`src/rtl/core/msws_pkg.sv`:
```
// Package for the mecanum wheel speed stepper: payload words, register set,
// microcode format and program, and the shared fixed-point saturation helper.
// No dependencies.
package msws_pkg;

  localparam int NumWheels = 4;
  localparam int PcW = 5;
  localparam int ProdW = 35;
  localparam int OpAW = 18;

  localparam logic [15:0] PairSpanRst = 16'd0;
  localparam logic [15:0] InvRadiusRst = 16'd256;
  localparam logic [15:0] CountScaleRst = 16'd93;
  localparam logic [14:0] MinSpeedRst = 15'd366;
  localparam logic [14:0] ErrorBandRst = 15'd102;
  localparam logic [7:0] MinDutyRst = 8'd0;
  localparam logic [7:0] MaxDutyRst = 8'd255;
  localparam logic [7:0] WeightLimitRst = 8'd105;

  typedef struct packed {
    logic               func;
    logic signed [15:0] vel_x;
    logic signed [15:0] vel_y;
    logic signed [15:0] yaw_rate;
    logic signed [11:0] delta_front_right;
    logic signed [11:0] delta_front_left;
    logic signed [11:0] delta_back_right;
    logic signed [11:0] delta_back_left;
  } in_t;

  typedef struct packed {
    logic       pin_front_right;
    logic [7:0] pwm_front_right;
    logic       pin_front_left;
    logic [7:0] pwm_front_left;
    logic       pin_back_right;
    logic [7:0] pwm_back_right;
    logic       pin_back_left;
    logic [7:0] pwm_back_left;
    logic       all_settled;
  } out_t;

  typedef enum logic [2:0] {
    REG_PAIR_SPAN    = 3'd0,
    REG_INV_RADIUS   = 3'd1,
    REG_COUNT_SCALE  = 3'd2,
    REG_MIN_SPEED    = 3'd3,
    REG_ERROR_BAND   = 3'd4,
    REG_MIN_DUTY     = 3'd5,
    REG_MAX_DUTY     = 3'd6,
    REG_WEIGHT_LIMIT = 3'd7
  } reg_idx_t;

  typedef struct packed {
    logic [15:0] pair_span;
    logic [15:0] inverse_wheel_radius;
    logic [15:0] count_scale;
    logic [14:0] min_speed;
    logic [14:0] error_band;
    logic [7:0]  min_duty;
    logic [7:0]  max_duty;
    logic [7:0]  weight_limit;
  } cfg_t;

  typedef struct packed {
    logic signed [15:0] target;
    logic signed [15:0] meas;
    logic [7:0]         weight;
    logic               done;
    logic               left;
    logic               pin;
    logic [7:0]         pwm;
  } step_in_t;

  typedef struct packed {
    logic [7:0] weight;
    logic       done;
    logic       pin;
    logic [7:0] pwm;
  } step_out_t;

  typedef enum logic [3:0] {
    OP_IDLE,
    OP_NOP,
    OP_MUL_K,
    OP_LOAD_K,
    OP_MUL_TGT,
    OP_STORE_TGT,
    OP_ZERO_ALL,
    OP_CMD_END,
    OP_OUT,
    OP_MUL_MEAS,
    OP_STEP
  } op_t;

  typedef enum logic [1:0] {
    C_NEXT,
    C_TICK,
    C_ZERO,
    C_ALWAYS
  } cond_t;

  typedef struct packed {
    op_t            op;
    cond_t          cond;
    logic [1:0]     wheel;
    logic [PcW-1:0] dest;
  } ucode_t;

  localparam logic [PcW-1:0] PcIdle = 5'd0;
  localparam logic [PcW-1:0] PcZero = 5'd13;
  localparam logic [PcW-1:0] PcCmdEnd = 5'd14;
  localparam logic [PcW-1:0] PcOut = 5'd15;
  localparam logic [PcW-1:0] PcTick = 5'd16;

  function automatic ucode_t ucode_rom(input logic [PcW-1:0] pc);
    ucode_t u;
    u = '{op: OP_IDLE, cond: C_ALWAYS, wheel: 2'd0, dest: PcIdle};
    unique case (pc)
      5'd0:  u = '{op: OP_IDLE,      cond: C_NEXT,   wheel: 2'd0, dest: PcIdle};
      5'd1:  u = '{op: OP_NOP,       cond: C_TICK,   wheel: 2'd0, dest: PcTick};
      5'd2:  u = '{op: OP_NOP,       cond: C_ZERO,   wheel: 2'd0, dest: PcZero};
      5'd3:  u = '{op: OP_MUL_K,     cond: C_NEXT,   wheel: 2'd0, dest: PcIdle};
      5'd4:  u = '{op: OP_LOAD_K,    cond: C_NEXT,   wheel: 2'd0, dest: PcIdle};
      5'd5:  u = '{op: OP_MUL_TGT,   cond: C_NEXT,   wheel: 2'd0, dest: PcIdle};
      5'd6:  u = '{op: OP_STORE_TGT, cond: C_NEXT,   wheel: 2'd0, dest: PcIdle};
      5'd7:  u = '{op: OP_MUL_TGT,   cond: C_NEXT,   wheel: 2'd1, dest: PcIdle};
      5'd8:  u = '{op: OP_STORE_TGT, cond: C_NEXT,   wheel: 2'd1, dest: PcIdle};
      5'd9:  u = '{op: OP_MUL_TGT,   cond: C_NEXT,   wheel: 2'd2, dest: PcIdle};
      5'd10: u = '{op: OP_STORE_TGT, cond: C_NEXT,   wheel: 2'd2, dest: PcIdle};
      5'd11: u = '{op: OP_MUL_TGT,   cond: C_NEXT,   wheel: 2'd3, dest: PcIdle};
      5'd12: u = '{op: OP_STORE_TGT, cond: C_ALWAYS, wheel: 2'd3, dest: PcCmdEnd};
      5'd13: u = '{op: OP_ZERO_ALL,  cond: C_NEXT,   wheel: 2'd0, dest: PcIdle};
      5'd14: u = '{op: OP_CMD_END,   cond: C_NEXT,   wheel: 2'd0, dest: PcIdle};
      5'd15: u = '{op: OP_OUT,       cond: C_ALWAYS, wheel: 2'd0, dest: PcIdle};
      5'd16: u = '{op: OP_MUL_MEAS,  cond: C_NEXT,   wheel: 2'd0, dest: PcIdle};
      5'd17: u = '{op: OP_STEP,      cond: C_NEXT,   wheel: 2'd0, dest: PcIdle};
      5'd18: u = '{op: OP_MUL_MEAS,  cond: C_NEXT,   wheel: 2'd1, dest: PcIdle};
      5'd19: u = '{op: OP_STEP,      cond: C_NEXT,   wheel: 2'd1, dest: PcIdle};
      5'd20: u = '{op: OP_MUL_MEAS,  cond: C_NEXT,   wheel: 2'd2, dest: PcIdle};
      5'd21: u = '{op: OP_STEP,      cond: C_NEXT,   wheel: 2'd2, dest: PcIdle};
      5'd22: u = '{op: OP_MUL_MEAS,  cond: C_NEXT,   wheel: 2'd3, dest: PcIdle};
      5'd23: u = '{op: OP_STEP,      cond: C_ALWAYS, wheel: 2'd3, dest: PcOut};
      default: u = '{op: OP_IDLE,    cond: C_ALWAYS, wheel: 2'd0, dest: PcIdle};
    endcase
    return u;
  endfunction

  function automatic logic signed [15:0] sat16(input logic signed [ProdW-1:0] v);
    logic signed [15:0] r;
    if (v > 35'sd32767) begin
      r = 16'sh7fff;
    end else if (v < -35'sd32768) begin
      r = 16'sh8000;
    end else begin
      r = v[15:0];
    end
    return r;
  endfunction

endpackage

```
`src/rtl/core/msws_wheel_step.sv`:
```
// One step of the bang-bang duty weight controller for a single wheel,
// including the direction pin and PWM drive. Depends on msws_pkg.
module msws_wheel_step (
  input  msws_pkg::cfg_t      cfg,
  input  msws_pkg::step_in_t  step_in,
  output msws_pkg::step_out_t step_out
);

  logic signed [17:0] t18;
  logic signed [17:0] m18;
  logic signed [17:0] ms18;
  logic signed [17:0] eb18;
  logic               neg;
  logic               pos;
  logic               active;
  logic               w_lt;
  logic               w_gt0;
  logic               inc;
  logic               dec;
  logic [7:0]         w_new;
  logic [8:0]         duty9;
  logic [7:0]         duty;
  logic               pin;
  logic [7:0]         pwm;

  always_comb begin
    t18 = {{2{step_in.target[15]}}, step_in.target};
    m18 = {{2{step_in.meas[15]}}, step_in.meas};
    ms18 = {3'b000, cfg.min_speed};
    eb18 = {3'b000, cfg.error_band};
    neg = t18 < -ms18;
    pos = t18 > ms18;
    active = neg | pos;
    w_lt = step_in.weight < cfg.weight_limit;
    w_gt0 = step_in.weight != 8'd0;
    if (neg) begin
      inc = (t18 < m18) && w_lt;
      dec = !inc && ((t18 - eb18) > m18) && w_gt0;
    end else begin
      inc = (t18 > m18) && w_lt;
      dec = !inc && ((t18 + eb18) < m18) && w_gt0;
    end
    if (!active) begin
      w_new = step_in.weight;
    end else if (inc) begin
      w_new = step_in.weight + 8'd1;
    end else if (dec) begin
      w_new = step_in.weight - 8'd1;
    end else begin
      w_new = step_in.weight;
    end
    duty9 = {1'b0, cfg.min_duty} + {1'b0, w_new};
    if (!active) begin
      duty = 8'd0;
    end else if (duty9[8]) begin
      duty = 8'hff;
    end else begin
      duty = duty9[7:0];
    end
    pin = step_in.left ^ pos;
    if (!pin) begin
      pwm = duty;
    end else if (cfg.max_duty >= duty) begin
      pwm = cfg.max_duty - duty;
    end else begin
      pwm = 8'd0;
    end
    if (step_in.done) begin
      step_out.weight = step_in.weight;
      step_out.done = 1'b1;
      step_out.pin = step_in.pin;
      step_out.pwm = step_in.pwm;
    end else begin
      step_out.weight = w_new;
      step_out.done = !active || !(inc || dec);
      step_out.pin = pin;
      step_out.pwm = pwm;
    end
  end

endmodule

```
`src/rtl/core/mecanum_wheel_speed_stepper_top.sv`:
```
// Top level of the mecanum wheel speed stepper: microcoded sequencer, shared
// multiplier datapath and wheel state. Depends on msws_pkg and msws_wheel_step.
//
// Usage: every input word is either a velocity command (func 0) or a
// measurement tick (func 1) and yields exactly one result word holding the
// pin and PWM levels of all four wheels and the all-settled flag.
// Input words are taken on in_valid with in_stall low; results leave on
// out_valid with out_stall low. Registers are written through cfg_we,
// cfg_index and cfg_data; the user must write them only while no word is
// in flight, which the block does not enforce. A word is worked through by
// a program in a step table that drives one 18 by 17 bit multiplier,
// registered after each product. The multiplier is used once per wheel and,
// for a command, once more for the yaw term; an all-zero command skips it.
// The next word can be taken in the cycle after the result is loaded into
// the output register, even while that result still waits for the receiver.
// If the receiver stalls, the result holds and the program waits at its
// output step until the output register is free.
// Reset clears the program counter, the output valid and the wheel targets,
// weights, pins and PWM levels, sets all done flags and loads register defaults.
module mecanum_wheel_speed_stepper_top (
  input  logic            clk,
  input  logic            rst_n,
  input  logic            in_valid,
  output logic            in_stall,
  input  msws_pkg::in_t   in_word,
  output logic            out_valid,
  input  logic            out_stall,
  output msws_pkg::out_t  out_word,
  input  logic            cfg_we,
  input  logic [2:0]      cfg_index,
  input  logic [15:0]     cfg_data
);

  localparam int NW = msws_pkg::NumWheels;
  localparam int PW = msws_pkg::ProdW;
  localparam int AW = msws_pkg::OpAW;

  msws_pkg::cfg_t cfg_r;
  msws_pkg::in_t in_r;
  msws_pkg::out_t out_r;
  logic out_valid_r;
  logic [msws_pkg::PcW-1:0] pc_r;
  logic [msws_pkg::PcW-1:0] pc_nxt;
  logic signed [16:0] k_r;
  logic signed [PW-1:0] prod_r;
  logic signed [15:0] tgt_r [NW];
  logic [7:0] wgt_r [NW];
  logic [NW-1:0] done_r;
  logic [NW-1:0] pin_r;
  logic [7:0] pwm_r [NW];

  msws_pkg::ucode_t uc;
  logic in_acc;
  logic out_free;
  logic is_zero;
  logic jump;
  logic hold;
  logic signed [AW-1:0] mul_a;
  logic signed [16:0] mul_b;
  logic signed [PW-1:0] prod;
  logic signed [AW-1:0] vx18;
  logic signed [AW-1:0] vy18;
  logic signed [AW-1:0] k18;
  logic signed [AW-1:0] sum_w;
  logic signed [11:0] delta_sel;
  msws_pkg::step_in_t step_in;
  msws_pkg::step_out_t step_out;

  assign uc = msws_pkg::ucode_rom(pc_r);
  assign in_stall = uc.op != msws_pkg::OP_IDLE;
  assign in_acc = in_valid && !in_stall;
  assign out_free = !out_valid_r || !out_stall;
  assign out_valid = out_valid_r;
  assign out_word = out_r;
  assign is_zero = (in_r.vel_x == 16'sd0) && (in_r.vel_y == 16'sd0) &&
                   (in_r.yaw_rate == 16'sd0);

  always_comb begin
    unique case (uc.cond)
      msws_pkg::C_NEXT:   jump = 1'b0;
      msws_pkg::C_TICK:   jump = in_r.func;
      msws_pkg::C_ZERO:   jump = is_zero;
      msws_pkg::C_ALWAYS: jump = 1'b1;
      default:            jump = 1'b0;
    endcase
    hold = ((uc.op == msws_pkg::OP_IDLE) && !in_valid) ||
           ((uc.op == msws_pkg::OP_OUT) && !out_free);
    if (hold) begin
      pc_nxt = pc_r;
    end else if (jump) begin
      pc_nxt = uc.dest;
    end else begin
      pc_nxt = pc_r + 1'b1;
    end
  end

  always_comb begin
    vx18 = {{2{in_r.vel_x[15]}}, in_r.vel_x};
    vy18 = {{2{in_r.vel_y[15]}}, in_r.vel_y};
    k18 = {k_r[16], k_r};
    sum_w = vx18 + (((uc.wheel == 2'd0) || (uc.wheel == 2'd3)) ? vy18 : -vy18) +
            (((uc.wheel == 2'd1) || (uc.wheel == 2'd3)) ? k18 : -k18);
    unique case (uc.wheel)
      2'd0:    delta_sel = in_r.delta_front_right;
      2'd1:    delta_sel = in_r.delta_front_left;
      2'd2:    delta_sel = in_r.delta_back_right;
      2'd3:    delta_sel = in_r.delta_back_left;
      default: delta_sel = in_r.delta_front_right;
    endcase
    unique case (uc.op)
      msws_pkg::OP_MUL_K: begin
        mul_a = {{2{in_r.yaw_rate[15]}}, in_r.yaw_rate};
        mul_b = {1'b0, cfg_r.pair_span};
      end
      msws_pkg::OP_MUL_TGT: begin
        mul_a = sum_w;
        mul_b = {1'b0, cfg_r.inverse_wheel_radius};
      end
      default: begin
        mul_a = {{6{delta_sel[11]}}, delta_sel};
        mul_b = {1'b0, cfg_r.count_scale};
      end
    endcase
    prod = mul_a * mul_b;
  end

  always_comb begin
    step_in.target = tgt_r[uc.wheel];
    step_in.meas = msws_pkg::sat16(prod_r);
    step_in.weight = wgt_r[uc.wheel];
    step_in.done = done_r[uc.wheel];
    step_in.left = uc.wheel[0];
    step_in.pin = pin_r[uc.wheel];
    step_in.pwm = pwm_r[uc.wheel];
  end

  msws_wheel_step u_step (
    .cfg      (cfg_r),
    .step_in  (step_in),
    .step_out (step_out)
  );

  always_ff @(posedge clk) begin
    if (!rst_n) begin
      cfg_r.pair_span <= msws_pkg::PairSpanRst;
      cfg_r.inverse_wheel_radius <= msws_pkg::InvRadiusRst;
      cfg_r.count_scale <= msws_pkg::CountScaleRst;
      cfg_r.min_speed <= msws_pkg::MinSpeedRst;
      cfg_r.error_band <= msws_pkg::ErrorBandRst;
      cfg_r.min_duty <= msws_pkg::MinDutyRst;
      cfg_r.max_duty <= msws_pkg::MaxDutyRst;
      cfg_r.weight_limit <= msws_pkg::WeightLimitRst;
    end else if (cfg_we) begin
      unique case (msws_pkg::reg_idx_t'(cfg_index))
        msws_pkg::REG_PAIR_SPAN:    cfg_r.pair_span <= cfg_data;
        msws_pkg::REG_INV_RADIUS:   cfg_r.inverse_wheel_radius <= cfg_data;
        msws_pkg::REG_COUNT_SCALE:  cfg_r.count_scale <= cfg_data;
        msws_pkg::REG_MIN_SPEED:    cfg_r.min_speed <= cfg_data[14:0];
        msws_pkg::REG_ERROR_BAND:   cfg_r.error_band <= cfg_data[14:0];
        msws_pkg::REG_MIN_DUTY:     cfg_r.min_duty <= cfg_data[7:0];
        msws_pkg::REG_MAX_DUTY:     cfg_r.max_duty <= cfg_data[7:0];
        msws_pkg::REG_WEIGHT_LIMIT: cfg_r.weight_limit <= cfg_data[7:0];
        default: ;
      endcase
    end
  end

  always_ff @(posedge clk) begin
    if (!rst_n) begin
      pc_r <= msws_pkg::PcIdle;
      out_valid_r <= 1'b0;
    end else begin
      pc_r <= pc_nxt;
      if ((uc.op == msws_pkg::OP_OUT) && out_free) begin
        out_valid_r <= 1'b1;
      end else if (!out_stall) begin
        out_valid_r <= 1'b0;
      end
    end
  end

  always_ff @(posedge clk) begin
    if (in_acc) begin
      in_r <= in_word;
    end
    if ((uc.op == msws_pkg::OP_MUL_K) || (uc.op == msws_pkg::OP_MUL_TGT) ||
        (uc.op == msws_pkg::OP_MUL_MEAS)) begin
      prod_r <= prod;
    end
    if (uc.op == msws_pkg::OP_LOAD_K) begin
      k_r <= prod_r[32:16];
    end
    if ((uc.op == msws_pkg::OP_OUT) && out_free) begin
      out_r.pin_front_right <= pin_r[0];
      out_r.pwm_front_right <= pwm_r[0];
      out_r.pin_front_left <= pin_r[1];
      out_r.pwm_front_left <= pwm_r[1];
      out_r.pin_back_right <= pin_r[2];
      out_r.pwm_back_right <= pwm_r[2];
      out_r.pin_back_left <= pin_r[3];
      out_r.pwm_back_left <= pwm_r[3];
      out_r.all_settled <= &done_r;
    end
  end

  always_ff @(posedge clk) begin
    if (!rst_n) begin
      for (int i = 0; i < NW; i++) begin
        tgt_r[i] <= 16'sd0;
        wgt_r[i] <= 8'd0;
        pwm_r[i] <= 8'd0;
      end
      done_r <= '1;
      pin_r <= '0;
    end else begin
      unique case (uc.op)
        msws_pkg::OP_STORE_TGT: begin
          tgt_r[uc.wheel] <= msws_pkg::sat16(prod_r >>> 12);
        end
        msws_pkg::OP_ZERO_ALL: begin
          for (int i = 0; i < NW; i++) begin
            tgt_r[i] <= 16'sd0;
            wgt_r[i] <= 8'd0;
            pwm_r[i] <= 8'd0;
          end
          pin_r <= '0;
        end
        msws_pkg::OP_CMD_END: begin
          done_r <= '0;
        end
        msws_pkg::OP_STEP: begin
          wgt_r[uc.wheel] <= step_out.weight;
          done_r[uc.wheel] <= step_out.done;
          pin_r[uc.wheel] <= step_out.pin;
          pwm_r[uc.wheel] <= step_out.pwm;
        end
        default: ;
      endcase
    end
  end

endmodule

```
`config.mk`:
```
export PLATFORM = sky130hd
export DESIGN_NAME = mecanum_wheel_speed_stepper_top
export DESIGN_NICKNAME = d
export VERILOG_FILES = /design/src/rtl/core/msws_pkg.sv /design/src/rtl/core/msws_wheel_step.sv /design/src/rtl/core/mecanum_wheel_speed_stepper_top.sv
export SDC_FILE = /design/constraint.sdc
export NUM_CORES = 2
export LEC_CHECK = 0
export BUFFER_PORTS_ARGS = -buffer_cell sky130_fd_sc_hd__buf_2
export CORE_MARGIN = 4
export CORE_UTILIZATION = 50
export DETAILED_ROUTE_END_ITERATION = 7
export PLACE_DENSITY = 0.77
export SKIP_LAST_GASP = 1
export SLEW_MARGIN = 20
export SYNTH_ARGS = -nofsm -noshare
export SYNTH_HDL_FRONTEND = slang
export SYNTH_HIERARCHICAL = 1
export SYNTH_SLANG_ARGS = --single-unit
export TNS_END_PERCENT = 5
```
`constraint.sdc`:
```
create_clock -name clk -period 11.3 [get_ports clk]
set_input_delay 0.565 -clock clk [delete_from_list [all_inputs] [get_ports clk]]
set_output_delay 0.565 -clock clk [all_outputs]
set_load 0.03 [all_outputs]
```
# Word level (Yosys, flattened, before mapping)
# Memories as Yosys holds them, arrays and structs flattened. A register that Yosys moved wholly into a read port is not among the register bits.
# Cells that the tools add are included.
word_totals:
  input_bits: 121
  reg_bits: 270
  ram_bits: 128
  output_inout_bits: 39
  mem_bits_ro: 416
  elab_cells: 218
  mem_count: 4
op_classes:
  bitwise_logic: 14
  n_mux: 68
  magnitude_cmp: 14
  eq_ne: 24
  n_mul: 1
  addsub: 12
  reduce_logical: 54
memory_table:
  columns: ["name", "depth", "word_bits", "rd", "rd_clocked_by_memory_dff", "wr", "line_no", "text"]
  rows:
  - ["(name not given)", 32, 13, 1, 1, 0, "msws_pkg.sv:119", "unique case (pc)"]
  - ["tgt_r", 4, 16, 1, 0, 4, "mecanum_wheel_speed_stepper_top.sv:46", "logic signed [15:0] tgt_r [NW];"]
  - ["pwm_r", 4, 8, 4, 4, 4, "mecanum_wheel_speed_stepper_top.sv:50", "logic [7:0] pwm_r [NW];"]
  - ["wgt_r", 4, 8, 1, 0, 4, "mecanum_wheel_speed_stepper_top.sv:47", "logic [7:0] wgt_r [NW];"]
ops:
  columns: ["op", "count"]
  rows:
  - ["two-way mux 16 bit", 11]
  - ["two-way mux 8 bit", 17]
  - ["two-way mux 18 bit", 3]
  - ["logical NOT 16 bit", 3]
  - ["case mux 12 bit (4 select lines)", 1]
  - ["case mux 18 bit (2 select lines)", 1]
  - ["> comparator 35 x 16 -> 1 bit (second input constant)", 1]
  - ["less-than comparator 35 x 16 -> 1 bit (second input constant)", 1]
  - ["multiplier 18 x 17 -> 35 bit", 1]
  - ["> comparator 16 bit", 2]
  - ["case mux 16 bit (2 select lines)", 1]
  - ["> comparator 23 x 16 -> 1 bit (second input constant)", 1]
  - ["less-than comparator 23 x 16 -> 1 bit (second input constant)", 1]
  - ["two-way mux 1 bit", 20]
  - ["adder 16 x 18 -> 18 bit", 1]
  - ["adder 18 bit", 1]
  - ["less-than comparator 16 x 18 -> 1 bit", 1]
  - ["negator 15 -> 18 bit", 1]
  - ["negator 16 -> 18 bit", 1]
  - ["negator 17 -> 18 bit", 1]
  - ["AND reduction 2 bit", 9]
  - ["adder 16 x 16 -> 17 bit", 1]
  - ["> comparator 17 x 16 -> 1 bit", 1]
  - ["less-than comparator 17 x 16 -> 1 bit", 1]
  - ["42 further kinds", 105]

# Logic depth before layout (Yosys ltp)
depth:
  depth_word: 21
  ltp_mapped: 46
  ltp_nobuf: 44

# By module
# The synthesis kept the hierarchy.
by_module_without_submodules:
  columns: ["mod", "instances", "seq_area_each_um2", "area_per_inst_um2", "cells_each"]
  rows:
  - ["mecanum_wheel_speed_stepper_top", 1, 11991.5, 30206.5, 2920]
  - ["msws_wheel_step", 1, 0.0, 5170.0, 694]

# Worst setup path after synthesis
# No wires, ideal clock.
synth_timing:
  path_type: "reg-to-reg"
  startpoint: "register uc[5] (netlist name)"
  endpoint: "register prod_r[33] (data pin)"
  setup_time_ps: 265
  arrival_time_ps: 10192
  required_time_ps: 11035
  path_stages_with_launch: 37
  setup_slack_ps: 843
  path_buffers: 5
  period_less_slack_ps: 10457
  cell_sequence: "dfxtp_1 > clkbuf_1 > buf_1 > inv_1 > ha_1 > buf_1 > mux2i_1 > fa_1 > inv_1 > ha_1 > inv_1 > fa_1 > nor2b_1 > o2111ai_1 > a31o_2 > o211ai_1 > a31oi_1 > xor2_1 > o21ai_4 > buf_6 > nor2_1 > fa_1 > fa_1 > clkbuf_1 > inv_1 > fa_1 > fa_1 > fa_1 > fa_1 > inv_1 > ha_1 > and3_1 > nand2_1 > a21oi_1 > o41ai_1 > o21ai_0 > xor2_1"
synth_via:
  elab_chain_len: 7
  elab_cells_between_ends: 13
  classes_between: "add/sub: 2; mul: 1; eq/ne: 3; mux: 4; reduce/logical: 3"
synth_lines:
  columns: ["item", "line_no", "text"]
  rows:
  - ["equality test 2 bit or logical NOT 2 bit (tied branches)", "mecanum_wheel_speed_stepper_top.sv:101, mecanum_wheel_speed_stepper_top.sv:102, mecanum_wheel_speed_stepper_top.sv:103", null]
  - ["logical OR 1 bit", "mecanum_wheel_speed_stepper_top.sv:101", "sum_w = vx18 + (((uc.wheel == 2'd0) || (uc.wheel == 2'd3)) ? vy18 : -vy18) +"]
  - ["two-way mux 18 bit", "mecanum_wheel_speed_stepper_top.sv:101", null]
  - ["adder 16 x 18 -> 18 bit", "mecanum_wheel_speed_stepper_top.sv:101", null]
  - ["adder 18 bit", "mecanum_wheel_speed_stepper_top.sv:101", null]
  - ["case mux 18 bit (2 select lines) *", "mecanum_wheel_speed_stepper_top.sv:110", "unique case (uc.op)"]
  - ["multiplier 18 x 17 -> 35 bit *", "mecanum_wheel_speed_stepper_top.sv:124", "prod = mul_a * mul_b;"]
  - ["via prod[33]", "mecanum_wheel_speed_stepper_top.sv:60", "logic signed [PW-1:0] prod;"]
  - ["to (signal assigned)", "mecanum_wheel_speed_stepper_top.sv:188", "prod_r <= prod;"]
  - ["to (decl)", "mecanum_wheel_speed_stepper_top.sv:45", "logic signed [PW-1:0] prod_r;"]
# Mark *: on every way through the listed nets, which the timed path passes. The rest lies on a longest branch.
# A chain may end at the register's enable or synchronous reset.

==> out/results.ini <==
[run_status]
status = complete, no violations

[place]
gpl.final_weighted_congestion = 0.953
dp_hpwl_um = 73900
place.port_buffers = 159
placement.setup.worst_slack_ps = 214

[route]
via_per_instance_ratio = 5.82
drt_wl_total_um = 96800
top_signal_layer_used = met4
first_iter_violations = 2671
wl_met2_um = 45600
routed-via-count = 27461
postRouteAntennaNets = 0
met3RoutedLength_um = 8450
drt_pass1_iterations = 6
drc = 0
met1Wirelength_um = 37900
wl_per_cell_um = 20.5

[finish]
area_occupied_by_registers_mm2 = 0.0120
nets = 4423
multi_input_area_mm2 = 0.0210
drive_above_1_share_pct = 9.92
area_growth_pct = 9.41
layout.filler_cells = 6024
post-route-util_pct = 55.3

[synthesis]
synthesis.instances = 3614
post_synth.cell_area_avg_um2 = 9.79
synth_top_flop_cell = sky130_fd_sc_hd__edfxtp_1
netlist-cell-type-count = 96
ys_warn_count = 6
synth_sequential_area_ratio_pct = 33.9
ys_top_cells_by_area = sky130_fd_sc_hd__edfxtp_1, sky130_fd_sc_hd__fa_1, sky130_fd_sc_hd__ha_1
yosysTopAreaCellShare_pct = 26.7
synth.cell_area_mm2 = 0.0354
synth_top_area_cell = sky130_fd_sc_hd__edfxtp_1
syn-num-nets = 4301
synth-async-reset-ratio_pct = 0
synth_enable_flop_cells = 314
yosys_register_bits = 442

[cts]
clock_tree_from_tritoncts = built
cts_max_path_buffers = 3
ctsHoldBuffers = 0
root_cell_of_the_clock_tree = sky130_fd_sc_hd__clkbuf_16
cts_max_level = 2
clock_latency_on_the_worst_skew_pair_ps = 580
clock_sinks = 442
clock_pin_transition_on_the_worst_setup_and_hold_timing_paths_ps = 60
tritoncts.num_buffers = 43
post_cts_buffers = 0

[floorplanning]
pin_count = 160
die_y_um = 274
std_cell_rows = 97
die_w_um = 274
placeable_core_region_mm2 = 0.0700
start_util_pct = 50.5
die_area_mm2 = 0.0751

[sta]
hold_viol_final = 0
timing.max_slew.rel_slack_pct = 17.5
total_setup_violations_reported_at_the_end_of_the_flow = 0
layout_worst_path_cycle_share_pct = 95.2
rsz_0062_raised_after_global_routing = yes
slew_viol_final = 0
worst_case_setup_margin_in_the_final_layout_ps = 541
finalSetupTns_ps = 0
clock.fmax_mhz = 92.9
final.hold.worst_slack_ps = 173
min_period_ps = 10760
worst_slew_pin_slew_ps = 1230
finalClockSkew_ps = 29.1

[worst_setup_path]
critical_path_arrival_ps = 11210
worst-endpoint-required_ps = 11750
nature_of_the_critical_path_endpoint = flip-flop
crit_path_from = uc[5]
library_cell_contributing_the_largest_single_delay_on_the_critical_path = sky130_fd_sc_hd__o311ai_1
crit_path_max_fanout = 11
worstSetupPathType = flip-flop to flip-flop
critical_path.startpoint_type = flip-flop
worstReg2RegStart = uc[5]
cpPeakStageDelay_ps = 670
cell_mode_on_critical_path = sky130_fd_sc_hd__o21ai_0

[hold_path]
worst_hold_path_type = primary input to flip-flop
min-delay-start = in_word[15]

[grt]
grt_pass1_vias = 27499
grt_first_pass_wirelength_um = 152000
global_route.usage.total_pct = 25.8
grt_antenna_before_repair = 7
grt_overflow = 0
largest_net_degree_at_the_start_of_global_routing = 74

[run]
maxCapViolCount = 0

[path summary, 6_finish.rpt]
kind	end	cells after the start	slack (ps)
worst max-delay path	pwm_r[1][7]	42	540
worst min register to register	out_word[1]	0	450
worst max register to register	pwm_r[1][7]	42	540
worst min-delay path	in_r[15]	1	170
[metrics by stage]
step / instance area (µm²) / instances
6_report: 38700 / 4716
5_1_grt: 38700 / 4716
4_1_cts: 38600 / 4708
3_5_place_dp: 37300 / 4630
3_3_place_gp: 37200 / 4629
2_1_floorplan: 35400 / 3614
[synthesized netlist by cell type (78+ instances only)]
| cell | number |
|---|---|
| sky130_fd_sc_hd__o21ai_0 | 78 |
| sky130_fd_sc_hd__inv_1 | 515 |
| sky130_fd_sc_hd__ha_1 | 257 |
| sky130_fd_sc_hd__nand3_1 | 94 |
| sky130_fd_sc_hd__a21oi_1 | 202 |
| sky130_fd_sc_hd__edfxtp_1 | 314 |
| sky130_fd_sc_hd__and2_1 | 94 |
| sky130_fd_sc_hd__nand2_1 | 477 |
| sky130_fd_sc_hd__clkbuf_1 | 107 |
| sky130_fd_sc_hd__xnor2_1 | 96 |
| sky130_fd_sc_hd__nor2_1 | 282 |
| sky130_fd_sc_hd__dfxtp_1 | 128 |
| sky130_fd_sc_hd__fa_1 | 309 |
[registers in the layout, indices dropped and copies added (netlist names)]
register and cells:
cfg_r 102, wgt_r 32, pc_r 5, prod_r 35
pin_r 4, out_word 37, out_valid 1, pwm_r 32
k_r 17, uc 12, done_r 4, in_r 97
tgt_r 64
[placed cells by master (no fill, tap or decap), types with 26 or more instances in the layout]
cell type                     n
sky130_fd_sc_hd__edfxtp_1   314
sky130_fd_sc_hd__and2_1      93
sky130_fd_sc_hd__o21ai_0     74
sky130_fd_sc_hd__a21oi_1    200
sky130_fd_sc_hd__buf_2      159
sky130_fd_sc_hd__nand3_1     94
sky130_fd_sc_hd__ha_1       257
sky130_fd_sc_hd__nor2_1     279
sky130_fd_sc_hd__dfxtp_1    126
sky130_fd_sc_hd__nand2b_1    26
sky130_fd_sc_hd__xor2_1      48
sky130_fd_sc_hd__nor4_1      27
sky130_fd_sc_hd__nor3_1      42
sky130_fd_sc_hd__nand2_1    477
sky130_fd_sc_hd__a21o_1      49
sky130_fd_sc_hd__inv_1      514
sky130_fd_sc_hd__nor2b_1     35
sky130_fd_sc_hd__and3_1      30
sky130_fd_sc_hd__mux4_2      34
sky130_fd_sc_hd__clkbuf_16   43
sky130_fd_sc_hd__fa_1       309
sky130_fd_sc_hd__buf_4       47
sky130_fd_sc_hd__xnor2_1     96
[layout make-up]
cell class	count	share of cell area, %
Timing Repair Buffer	208	3.11
Clock buffer	59	3.04
Inverter	515	4.99
Tap cell	940	3.04
Antenna cell	7	0.0453
Sequential cell	442	31.0
Clock inverter	19	0.488
Multi-Input combinational cell	2526	54.3
[per-layer routing]
metal / vias to the layer above / track usage [%]
met5: - / 0
met4: 0 / 11.2
met2: 1266 / 42.0
li1: 12390 / -
met3: 311 / 4.80
met1: 13494 / 33.9
[worst max-delay path: cells and delay by family (launching register included)]
kind | cells | cell delay (ps)
AO/OA/AOI/OAI | 24 | 5550
adder cells (fa/ha/maj) | 6 | 1960
AND/OR/NAND/NOR | 8 | 1410
multiplexers | 1 | 630
flip-flops | 1 | 520
buffers and inverters | 2 | 390
XOR/XNOR | 1 | 150
[timing repair]
action / CTS / global route
hold endpoints to repair: 0 / 0
endpoints found under the setup margin: 0 / 34
resized for setup: 0 / 8
[cell families (layout without fill, tap and decap cells)]
kind of cell | after synthesis | count (layout) | synth area share, %
AOI/OAI and AO/OA | 563 | 563 | 10.5
other | 0 | 7 | 0
buffers and inverters | 646 | 801 | 6.97
DFF | 442 | 442 | 33.9
adders and majority gates | 566 | 566 | 26.6
xor gates and xnor gates | 146 | 146 | 3.67
and+or+nand+nor | 1199 | 1199 | 15.7
muxes | 52 | 52 | 2.74
Power is left out: the tool's default activity adds up to more than one toggle a clock period on the data nets, which glitch-free logic cannot reach.
